--- src/design/lmsd_pkg.sv ---
package lmsd_pkg;

   typedef logic [2:0] kind_type;

   localparam kind_type KIND_TICK      = 3'd0;
   localparam kind_type KIND_SET       = 3'd1;
   localparam kind_type KIND_CLEAR     = 3'd2;
   localparam kind_type KIND_CLEAR_ALL = 3'd3;
   localparam kind_type KIND_FILL_ALL  = 3'd4;

   localparam logic [7:0] ROW_PERIOD_RESET = 8'd128;
   localparam logic [7:0] BYTES_PER_PANEL  = 8'd12;
   localparam logic [3:0] PIXEL_COLS       = 4'd12;
   localparam logic [7:0] BYTE_CLEAR       = 8'h00;
   localparam logic [7:0] BYTE_FILL        = 8'hff;

   typedef enum logic [0:0] {
      ST_IDLE,
      ST_EXEC
   } lmsd_state_type;

   typedef struct packed {
      logic capture;
      logic commit;
   } lmsd_cmd_type;

   typedef struct packed {
      logic out_free;
   } lmsd_status_type;

endpackage

--- src/design/lmsd_ctrl.sv ---
module lmsd_ctrl (
   input  logic                      clock,
   input  logic                      reset,
   input  logic                      req_valid,
   output logic                      req_ready,
   input  lmsd_pkg::lmsd_status_type status,
   output lmsd_pkg::lmsd_cmd_type    cmd
);

   lmsd_pkg::lmsd_state_type state_ff;
   lmsd_pkg::lmsd_state_type state_in;

   always_ff @(posedge clock) begin
      if (reset) begin
         state_ff <= lmsd_pkg::ST_IDLE;
      end else begin
         state_ff <= state_in;
      end
   end

   always_comb begin
      state_in = state_ff;
      case (state_ff)
         lmsd_pkg::ST_IDLE: begin
            if (req_valid) state_in = lmsd_pkg::ST_EXEC;
         end
         lmsd_pkg::ST_EXEC: begin
            if (status.out_free) state_in = lmsd_pkg::ST_IDLE;
         end
         default: state_in = lmsd_pkg::ST_IDLE;
      endcase
   end

   always_comb begin
      req_ready   = 1'b0;
      cmd.capture = 1'b0;
      cmd.commit  = 1'b0;
      case (state_ff)
         lmsd_pkg::ST_IDLE: begin
            req_ready   = 1'b1;
            cmd.capture = req_valid;
         end
         lmsd_pkg::ST_EXEC: begin
            // hold until the result register can take the new result
            cmd.commit = status.out_free;
         end
         default: begin
            req_ready = 1'b0;
         end
      endcase
   end

endmodule

--- src/design/lmsd_datapath.sv ---
module lmsd_datapath #(
   parameter int PANEL_COUNT  = 2,
   parameter int COLUMN_COUNT = 6
) (
   input  logic                      clock,
   input  logic                      reset,
   input  lmsd_pkg::lmsd_cmd_type    cmd,
   output lmsd_pkg::lmsd_status_type status,
   input  logic [7:0]                row_period,
   input  logic [2:0]                req_kind,
   input  logic [7:0]                req_brightness,
   input  logic                      req_shift_done,
   input  logic [3:0]                req_pixel_x,
   input  logic [3:0]                req_pixel_y,
   output logic                      rsp_valid,
   input  logic                      rsp_ready,
   output logic [7:0]                rsp_shift_byte,
   output logic                      rsp_shift_start,
   output logic                      rsp_latch_pulse,
   output logic [2:0]                rsp_column_select,
   output logic                      rsp_blank
);

   localparam int DEPTH     = 12 * PANEL_COUNT;
   localparam int AW        = $clog2(DEPTH);
   localparam int BCW       = $clog2(2 * PANEL_COUNT);
   localparam int LAST_BYTE = 2 * PANEL_COUNT - 1;
   localparam int ROWS      = 8 * PANEL_COUNT;
   localparam int LAST_COL  = COLUMN_COUNT - 1;

   // frame store and per-byte valid bits; an unwritten byte reads as bg_ff
   logic [7:0]       mem [DEPTH];
   logic [DEPTH-1:0] valid_ff, valid_in;
   logic [7:0]       bg_ff, bg_in;

   // scan state
   logic [7:0]     timer_ff, timer_in;
   logic [BCW-1:0] bc_ff, bc_in;
   logic [2:0]     nc_ff, nc_in;
   logic [2:0]     dc_ff, dc_in;
   logic           blank_ff, blank_in;

   // captured request
   lmsd_pkg::kind_type kind_ff;
   logic [7:0]         bright_ff;
   logic               done_ff;
   logic [AW-1:0]      addr_ff;
   logic [2:0]         bit_ff;
   logic               pix_ok_ff;
   logic [7:0]         rd_data_ff;
   logic               rd_valid_ff;

   // result register
   logic       rsp_valid_ff;
   logic [7:0] rsp_byte_ff;
   logic       rsp_start_ff;
   logic       rsp_latch_ff;
   logic [2:0] rsp_col_ff;
   logic       rsp_blank_ff;

   logic [7:0]    timer_inc;
   logic          bc_last;
   logic [2:0]    nc_wrap;
   logic [AW-1:0] tick_addr;
   logic [BCW-1:0] bc_inc;
   logic [2:0]    pix_row;
   logic [7:0]    pix_idx;
   logic [2:0]    pix_bit;
   logic          pix_ok;
   logic [AW-1:0] rd_addr;
   logic          adv, lat, is_tick, is_pix;
   logic [7:0]    cur_byte;
   logic [7:0]    bit_mask;
   logic [7:0]    wr_byte;
   logic          mem_we;

   function automatic logic [AW-1:0] fetch_idx(input logic [BCW-1:0] bc,
                                               input logic [2:0] col);
      logic [7:0] base;
      logic [7:0] sum;
      base = lmsd_pkg::BYTES_PER_PANEL * 8'(bc >> 1);
      sum  = base + {4'b0000, col, 1'b0} + 8'(bc[0]);
      return AW'(sum);
   endfunction

   assign timer_inc = timer_ff + 8'd1;
   assign bc_last   = (bc_ff == BCW'(LAST_BYTE));
   assign bc_inc    = bc_ff + BCW'(1);
   assign nc_wrap   = (nc_ff == 3'(LAST_COL)) ? 3'd0 : nc_ff + 3'd1;
   assign tick_addr = bc_last ? fetch_idx('0, nc_wrap) : fetch_idx(bc_inc, nc_ff);

   // map pixel to byte and bit of the panel layout
   always_comb begin
      pix_row = req_pixel_y[2:0];
      pix_ok  = (req_pixel_x < lmsd_pkg::PIXEL_COLS) && (8'(req_pixel_y) < 8'(ROWS));
      if (req_pixel_x[3] == 1'b0) begin
         pix_idx = {5'b00000, pix_row ^ 3'b001};
         pix_bit = req_pixel_x[2:0];
      end else begin
         pix_idx = 8'd8 + {6'b000000, pix_row[2:1] ^ 2'b01};
         pix_bit = {pix_row[0], req_pixel_x[1:0]};
      end
      if (req_pixel_y[3]) pix_idx = pix_idx + lmsd_pkg::BYTES_PER_PANEL;
   end

   always_comb begin
      if (req_kind == lmsd_pkg::KIND_TICK) begin
         rd_addr = tick_addr;
      end else if (pix_ok) begin
         rd_addr = AW'(pix_idx);
      end else begin
         rd_addr = '0;
      end
   end

   always_ff @(posedge clock) begin
      if (cmd.capture) begin
         kind_ff     <= req_kind;
         bright_ff   <= req_brightness;
         done_ff     <= req_shift_done;
         addr_ff     <= rd_addr;
         bit_ff      <= pix_bit;
         pix_ok_ff   <= pix_ok;
         rd_data_ff  <= mem[rd_addr];
         rd_valid_ff <= valid_ff[rd_addr];
      end
      if (mem_we) mem[addr_ff] <= wr_byte;
   end

   assign is_tick  = (kind_ff == lmsd_pkg::KIND_TICK);
   assign is_pix   = ((kind_ff == lmsd_pkg::KIND_SET) || (kind_ff == lmsd_pkg::KIND_CLEAR))
                     && pix_ok_ff;
   assign adv      = is_tick && done_ff && !bc_last;
   assign lat      = is_tick && done_ff && bc_last && (timer_inc > row_period);
   assign cur_byte = rd_valid_ff ? rd_data_ff : bg_ff;
   assign bit_mask = 8'd1 << bit_ff;
   assign wr_byte  = (kind_ff == lmsd_pkg::KIND_SET) ? (cur_byte | bit_mask)
                                                    : (cur_byte & ~bit_mask);
   assign mem_we   = cmd.commit && is_pix;

   always_comb begin
      valid_in = valid_ff;
      bg_in    = bg_ff;
      timer_in = timer_ff;
      bc_in    = bc_ff;
      nc_in    = nc_ff;
      dc_in    = dc_ff;
      blank_in = blank_ff;
      if (is_pix) valid_in[addr_ff] = 1'b1;
      if (kind_ff == lmsd_pkg::KIND_CLEAR_ALL) begin
         valid_in = '0;
         bg_in    = lmsd_pkg::BYTE_CLEAR;
      end
      if (kind_ff == lmsd_pkg::KIND_FILL_ALL) begin
         valid_in = '0;
         bg_in    = lmsd_pkg::BYTE_FILL;
      end
      if (is_tick) begin
         timer_in = timer_inc;
         if (adv) bc_in = bc_inc;
         if (lat) begin
            timer_in = 8'd0;
            bc_in    = '0;
            dc_in    = nc_ff;
            nc_in    = nc_wrap;
            blank_in = 1'b0;
         end
         if (timer_in >= bright_ff) blank_in = 1'b1;
      end
   end

   always_ff @(posedge clock) begin
      if (reset) begin
         valid_ff <= '0;
         bg_ff    <= lmsd_pkg::BYTE_CLEAR;
         timer_ff <= 8'd0;
         bc_ff    <= '0;
         nc_ff    <= 3'd0;
         dc_ff    <= 3'd0;
         blank_ff <= 1'b0;
      end else if (cmd.commit) begin
         valid_ff <= valid_in;
         bg_ff    <= bg_in;
         timer_ff <= timer_in;
         bc_ff    <= bc_in;
         nc_ff    <= nc_in;
         dc_ff    <= dc_in;
         blank_ff <= blank_in;
      end
   end

   assign status.out_free = !rsp_valid_ff || rsp_ready;

   always_ff @(posedge clock) begin
      if (reset) begin
         rsp_valid_ff <= 1'b0;
      end else if (cmd.commit) begin
         rsp_valid_ff <= 1'b1;
      end else if (rsp_ready) begin
         rsp_valid_ff <= 1'b0;
      end
   end

   always_ff @(posedge clock) begin
      if (cmd.commit) begin
         rsp_byte_ff  <= (adv || lat) ? cur_byte : 8'd0;
         rsp_start_ff <= adv || lat;
         rsp_latch_ff <= lat;
         rsp_col_ff   <= dc_in;
         rsp_blank_ff <= blank_in;
      end
   end

   assign rsp_valid         = rsp_valid_ff;
   assign rsp_shift_byte    = rsp_byte_ff;
   assign rsp_shift_start   = rsp_start_ff;
   assign rsp_latch_pulse   = rsp_latch_ff;
   assign rsp_column_select = rsp_col_ff;
   assign rsp_blank         = rsp_blank_ff;

endmodule

--- src/design/led_matrix_scan_driver.sv ---
// A request is accepted only in idle and the frame store is read as it is captured;
// the result register is loaded by the read-modify-write commit on the store's
// single port, so no new request is taken until the last one has committed; clear
// and fill take one commit through a background byte. A full result register stalls the commit.
// Reset (synchronous, active high) clears scan state and the result valid flag,
// makes every frame byte read as zero and sets row_period to 128.
module led_matrix_scan_driver #(
   parameter int PANEL_COUNT  = 2,
   parameter int COLUMN_COUNT = 6
) (
   input  logic        clock,
   input  logic        reset,
   input  logic        req_valid,
   output logic        req_ready,
   input  logic [2:0]  req_kind,
   input  logic [7:0]  req_brightness,
   input  logic        req_shift_done,
   input  logic [3:0]  req_pixel_x,
   input  logic [3:0]  req_pixel_y,
   output logic        rsp_valid,
   input  logic        rsp_ready,
   output logic [7:0]  rsp_shift_byte,
   output logic        rsp_shift_start,
   output logic        rsp_latch_pulse,
   output logic [2:0]  rsp_column_select,
   output logic        rsp_blank,
   input  logic        csr_psel,
   input  logic        csr_penable,
   input  logic        csr_pwrite,
   input  logic [2:0]  csr_paddr,
   input  logic [31:0] csr_pwdata,
   output logic [31:0] csr_prdata,
   output logic        csr_pready
);

   lmsd_pkg::lmsd_cmd_type    cmd;
   lmsd_pkg::lmsd_status_type status;

   logic [7:0] row_period_ff;
   logic       csr_hit;

   assign csr_hit    = (csr_paddr[2] == 1'b0);
   assign csr_pready = 1'b1;
   assign csr_prdata = csr_hit ? {24'd0, row_period_ff} : 32'd0;

   always_ff @(posedge clock) begin
      if (reset) begin
         row_period_ff <= lmsd_pkg::ROW_PERIOD_RESET;
      end else if (csr_psel && csr_penable && csr_pwrite && csr_hit) begin
         row_period_ff <= csr_pwdata[7:0];
      end
   end

   lmsd_ctrl u_ctrl (
      .clock     (clock),
      .reset     (reset),
      .req_valid (req_valid),
      .req_ready (req_ready),
      .status    (status),
      .cmd       (cmd)
   );

   lmsd_datapath #(
      .PANEL_COUNT  (PANEL_COUNT),
      .COLUMN_COUNT (COLUMN_COUNT)
   ) u_datapath (
      .clock             (clock),
      .reset             (reset),
      .cmd               (cmd),
      .status            (status),
      .row_period        (row_period_ff),
      .req_kind          (req_kind),
      .req_brightness    (req_brightness),
      .req_shift_done    (req_shift_done),
      .req_pixel_x       (req_pixel_x),
      .req_pixel_y       (req_pixel_y),
      .rsp_valid         (rsp_valid),
      .rsp_ready         (rsp_ready),
      .rsp_shift_byte    (rsp_shift_byte),
      .rsp_shift_start   (rsp_shift_start),
      .rsp_latch_pulse   (rsp_latch_pulse),
      .rsp_column_select (rsp_column_select),
      .rsp_blank         (rsp_blank)
   );

endmodule
--- config.mk ---
export PLATFORM = sky130hd
export DESIGN_NAME = led_matrix_scan_driver
export DESIGN_NICKNAME = d
export VERILOG_FILES = /design/src/design/lmsd_pkg.sv /design/src/design/lmsd_ctrl.sv /design/src/design/lmsd_datapath.sv /design/src/design/led_matrix_scan_driver.sv
export SDC_FILE = /design/constraint.sdc
export NUM_CORES = 1
export LEC_CHECK = 0
export BUFFER_PORTS_ARGS = -buffer_cell sky130_fd_sc_hd__buf_4
export CAP_MARGIN = 40
export CORE_MARGIN = 2
export CORE_UTILIZATION = 25
export DETAILED_ROUTE_END_ITERATION = 6
export GPL_ROUTABILITY_DRIVEN = 0
export HOLD_SLACK_MARGIN = 0.02
export PLACE_DENSITY_LB_ADDON = 0.2
export RECOVER_POWER = 100
export SYNTH_ARGS = -nofsm -noshare
export SYNTH_HDL_FRONTEND = slang
export SYNTH_SLANG_ARGS = --single-unit
--- constraint.sdc ---
create_clock -name clock -period 8.4 [get_ports clock]
set_input_delay 1.68 -clock clock [delete_from_list [all_inputs] [get_ports clock]]
set_output_delay 1.68 -clock clock [all_outputs]
set_load 0.005 [all_outputs]
==> metrics.md <==
| Metric | Value |
|---|---|
| Post-synth EDFFs | 236 |
| Vias in the first global route | 7689 |
| CTS Sinks | 288 |
| DIE WIDTH | 227 um |
| Post-CTS Setup Inserts | 0 |
| Routed vias/inst | 4.53 |
| Type of the worst min-delay path | register to register |
| Worst endpoint required time | 8660 ps |
| Worst skew pair latency | 530 ps |
| Seq. cell area | 0.00813 mm2 |
| Reg2reg setup slack | 3270 ps |
| CTS buffer count | 34 |
| Unrepaired setup endpoints after global routing | false |
| Slowest CP cell | clkbuf_1 |
| Min Tclk post-route | 5580 ps |
| Worst Hold Margin | 451 ps |
| Setup_tns | 0 ps |
| CTS root buffer | clkbuf_16 |
| Cell depth of the worst flop-to-flop path | 10 |
| PortBufs | 59 |
| Pin count of the biggest net entering global routing | 36 |
| Global-route wire length before repair | 48500 um |
| Final hold viol count | 0 |
| Syn Inst Count | 972 |
| Worst hold path startpoint | u_datapath.dc_ff[2] |
| Status | finished, violations left |
| Residual antenna-violating net count after detailed routing | 0 |
| Max Slew Vio Count | 71 |
| Layout cells sized above 1 | 0.131 |
| Largest stage delay, worst path | 810 ps |
| Multi-input logic area | 0.00390 mm2 |
| Diode count | 0 |
| Post-DP HPWL | 21400 um |
| DRC | 0 |
| Kind of capture point of the worst setup path | register |
| Ys async rst share | 0 |
| Layout fillers | 5078 |
| Worst-path maximum fanout | 21 |
| Power density over cell area | 226 mW/mm2 |
| Final Cycle Share | 0.664 |
| Crit Reg-Reg Startpoint | u_datapath.bc_ff[0] |
| Hold path endpoint | u_datapath.dc_ff[2] |
| CP dominant cell by count | nand2_1 |
| Final setup viols | 0 |
| Max clock buf depth | 3 |
| Total power | 3310 uW |
| Met2 usage | 0.198 |
| FF-to-FF End | u_datapath.rd_data_ff[6] |
| CP arrival | 5840 ps |
| Vias | 7885 |
| Warnings from Yosys | 0 |
| Avg WL per Cell | 18.5 um |
| Initial Utilization | 0.254 |
| Initial antenna violation count | 0 |
| Mapped cell area | 0.0124 mm2 |
| I/O Pins | 111 |
| Crit Path Category | input port to register |
| Area Overhead vs Synth | 17.7% |
| Clock transition at path regs | 60 ps |
| Core area | 0.0491 mm2 |
| Global Route Usage Sum | 0.125 |
| Post-CTS Hold Buffers | 0 |
| Worst hold path depth | 2 |
| CTS resizes | 0 |
| Max_cap viols | 3 |
| Yosys cell types | 71 |
| Worst-path cell chain | clkbuf_1 > nor3_1 > buf_4 > nand2_1 > nand2_1 > clkbuf_1 > inv_1 > nand2_1 > a32oi_1 > a22oi_1 > nand3_1 |
| Commonest non-fill, non-tap cells in the layout | edfxtp_1, nand2_1, nor2_1 |
| Total Wirelength | 32100 um |
| Rows | 81 |
| Worst slew margin | -0.269 |
| Clock skew | 30.2 ps |
| Syn Area/Cell | 12.8 um2 |
| Pre-antenna DRT Iters | 7 |
| Met3 capacity usage during global routing | 0.0241 |
| Met1 usage | 0.177 |
| Leakage | 0.00499 uW |
| GRT Residual Overflow | 0 |
| Fmax | 179 MHz |
| TritonCTS clock tree | yes |
| Slew @ Worst Pin | 1900 ps |
| Die Ht | 227 um |
| Max IR drop VDD | 0.115 mV |
| Violated checks | max-capacitance violations, max-slew violations |
| Final nets | 1133 |
| Global routing's busiest layer | met2 |
| Register area share after synthesis | 0.653 |
| Startpoint Class | input port |
| Dominant synthesized flop cell | edfxtp_1 |
| Starting DRT DRC Count | 691 |
| DIE AREA | 0.0516 mm2 |
| Commonest non-fill, non-tap cell in the layout | edfxtp_1 |
| Htree depth | 2 |
| Seq cells post-synth | 288 |
==> sequential cells by signal, summed over array words and instances, names as in the netlist, 5 cells and up <==
| signal | flops |
|---|---|
| u_datapath.bright_ff | 8 |
| u_datapath.mem | 192 |
| u_datapath.rsp_shift_byte | 8 |
| u_datapath.addr_ff | 5 |
| u_datapath.timer_ff | 8 |
| row_period_ff | 8 |
| u_datapath.rd_data_ff | 8 |
| u_datapath.valid_ff | 24 |
==> cells by family (layout without fill, tap and decap cells) <==
family	count (synthesis)	in the layout	share of synthesized area
xor gates and xnor gates	10	10	0.00704
buffers and inverters	103	183	0.0426
muxes	43	43	0.0524
AOI/OAI and AO/OA	195	195	0.109
DFF	288	288	0.653
and+or+nand+nor	311	311	0.114
other	2	25	0.000604
adders and majority gates	20	20	0.0207
==> report_power, final <==
part | switching [uW] | total (uW) | internal, uW
clock | 580 | 1460 | 878
combinational | 174 | 255 | 81.6
sequential | 15.5 | 1600 | 1580
total | 769 | 3310 | 2540
==> synth_stat cells (all sizes together) (2+ instances only) <==
cell | n | area [um2]
nand2b | 7 | 43.8
nor2b | 20 | 125
o21ai | 16 | 83.8
o22ai | 2 | 26.3
or2 | 2 | 15.0
o32ai | 2 | 25.0
o21a | 21 | 158
nor3b | 2 | 15.0
nor2 | 99 | 372
mux2i | 22 | 220
xor2 | 3 | 26.3
xnor2 | 7 | 61.3
a32oi | 17 | 149
a211o | 2 | 17.5
or3b | 2 | 20.0
or4 | 3 | 22.5
and3 | 2 | 12.5
a21oi | 77 | 397
mux2 | 4 | 45.0
ha | 19 | 238
a211oi | 2 | 15.0
nand4b | 2 | 17.5
inv | 30 | 113
a31oi | 2 | 27.5
a21o | 8 | 60.1
nand3b | 5 | 37.5
a22oi | 17 | 128
buf | 46 | 315
dfxtp | 52 | 1040
a222oi | 18 | 180
nand4 | 2 | 12.5
clkbuf | 26 | 97.6
or3 | 2 | 17.5
mux4 | 17 | 387
conb | 2 | 7.51
nand2 | 111 | 419
nor3 | 11 | 65.1
edfxtp | 236 | 7090
o211ai | 2 | 15.0
nand3 | 36 | 180
==> per-stage QoR <==
step / util / std cells / area, um2 / setup slack, ps
floorplan: - / 995 / 12500 / 4690
detailed placement: 0.281 / 1679 / 13800 / 3370
global route: 0.298 / 1739 / 14600 / 2400
global placement: 0.276 / 1659 / 13600 / 3360
CTS: 0.303 / 1739 / 14900 / 3910
finish: 0.298 / 1739 / 14600 / 2820
==> worst max-delay path by stage <==
stage	startpoint	to	slack (ps)	cells past startpoint
floorplan	req_pixel_x[3]	u_datapath.rd_valid_ff	4690	9
global placement	req_kind[1]	u_datapath.rd_valid_ff	3360	10
detailed placement	req_kind[1]	u_datapath.rd_valid_ff	3370	10
CTS	req_kind[1]	u_datapath.rd_valid_ff	3910	10
global route	req_kind[1]	u_datapath.rd_data_ff[6]	2400	11
finish	req_kind[1]	u_datapath.rd_data_ff[6]	2820	11
==> critical path, delay by kind of cell <==
| kind | cells | cell delay, ps |
|---|---|---|
| AO/OA/AOI/OAI | 2 | 440 |
| buffers and inverters | 4 | 1830 |
| AND/OR/NAND/NOR | 5 | 1850 |
==> final cells by class <==
type / instances / share of cell area
flip-flops and latches: 288 / 0.555
multi-input cells: 604 / 0.266
clock buffers: 47 / 0.0643
well taps: 664 / 0.0568
repair buffers: 92 / 0.0387
clock inverters: 13 / 0.0109
inverters: 31 / 0.00795
==> per-layer routing <==
metal,vias to the layer above,routed length (um)
met1,3905,15300
met5,-,0
met2,202,14300
met4,0,563
li1,3740,-
met3,38,1970
Note: power is estimated with default switching activity, not from simulation.
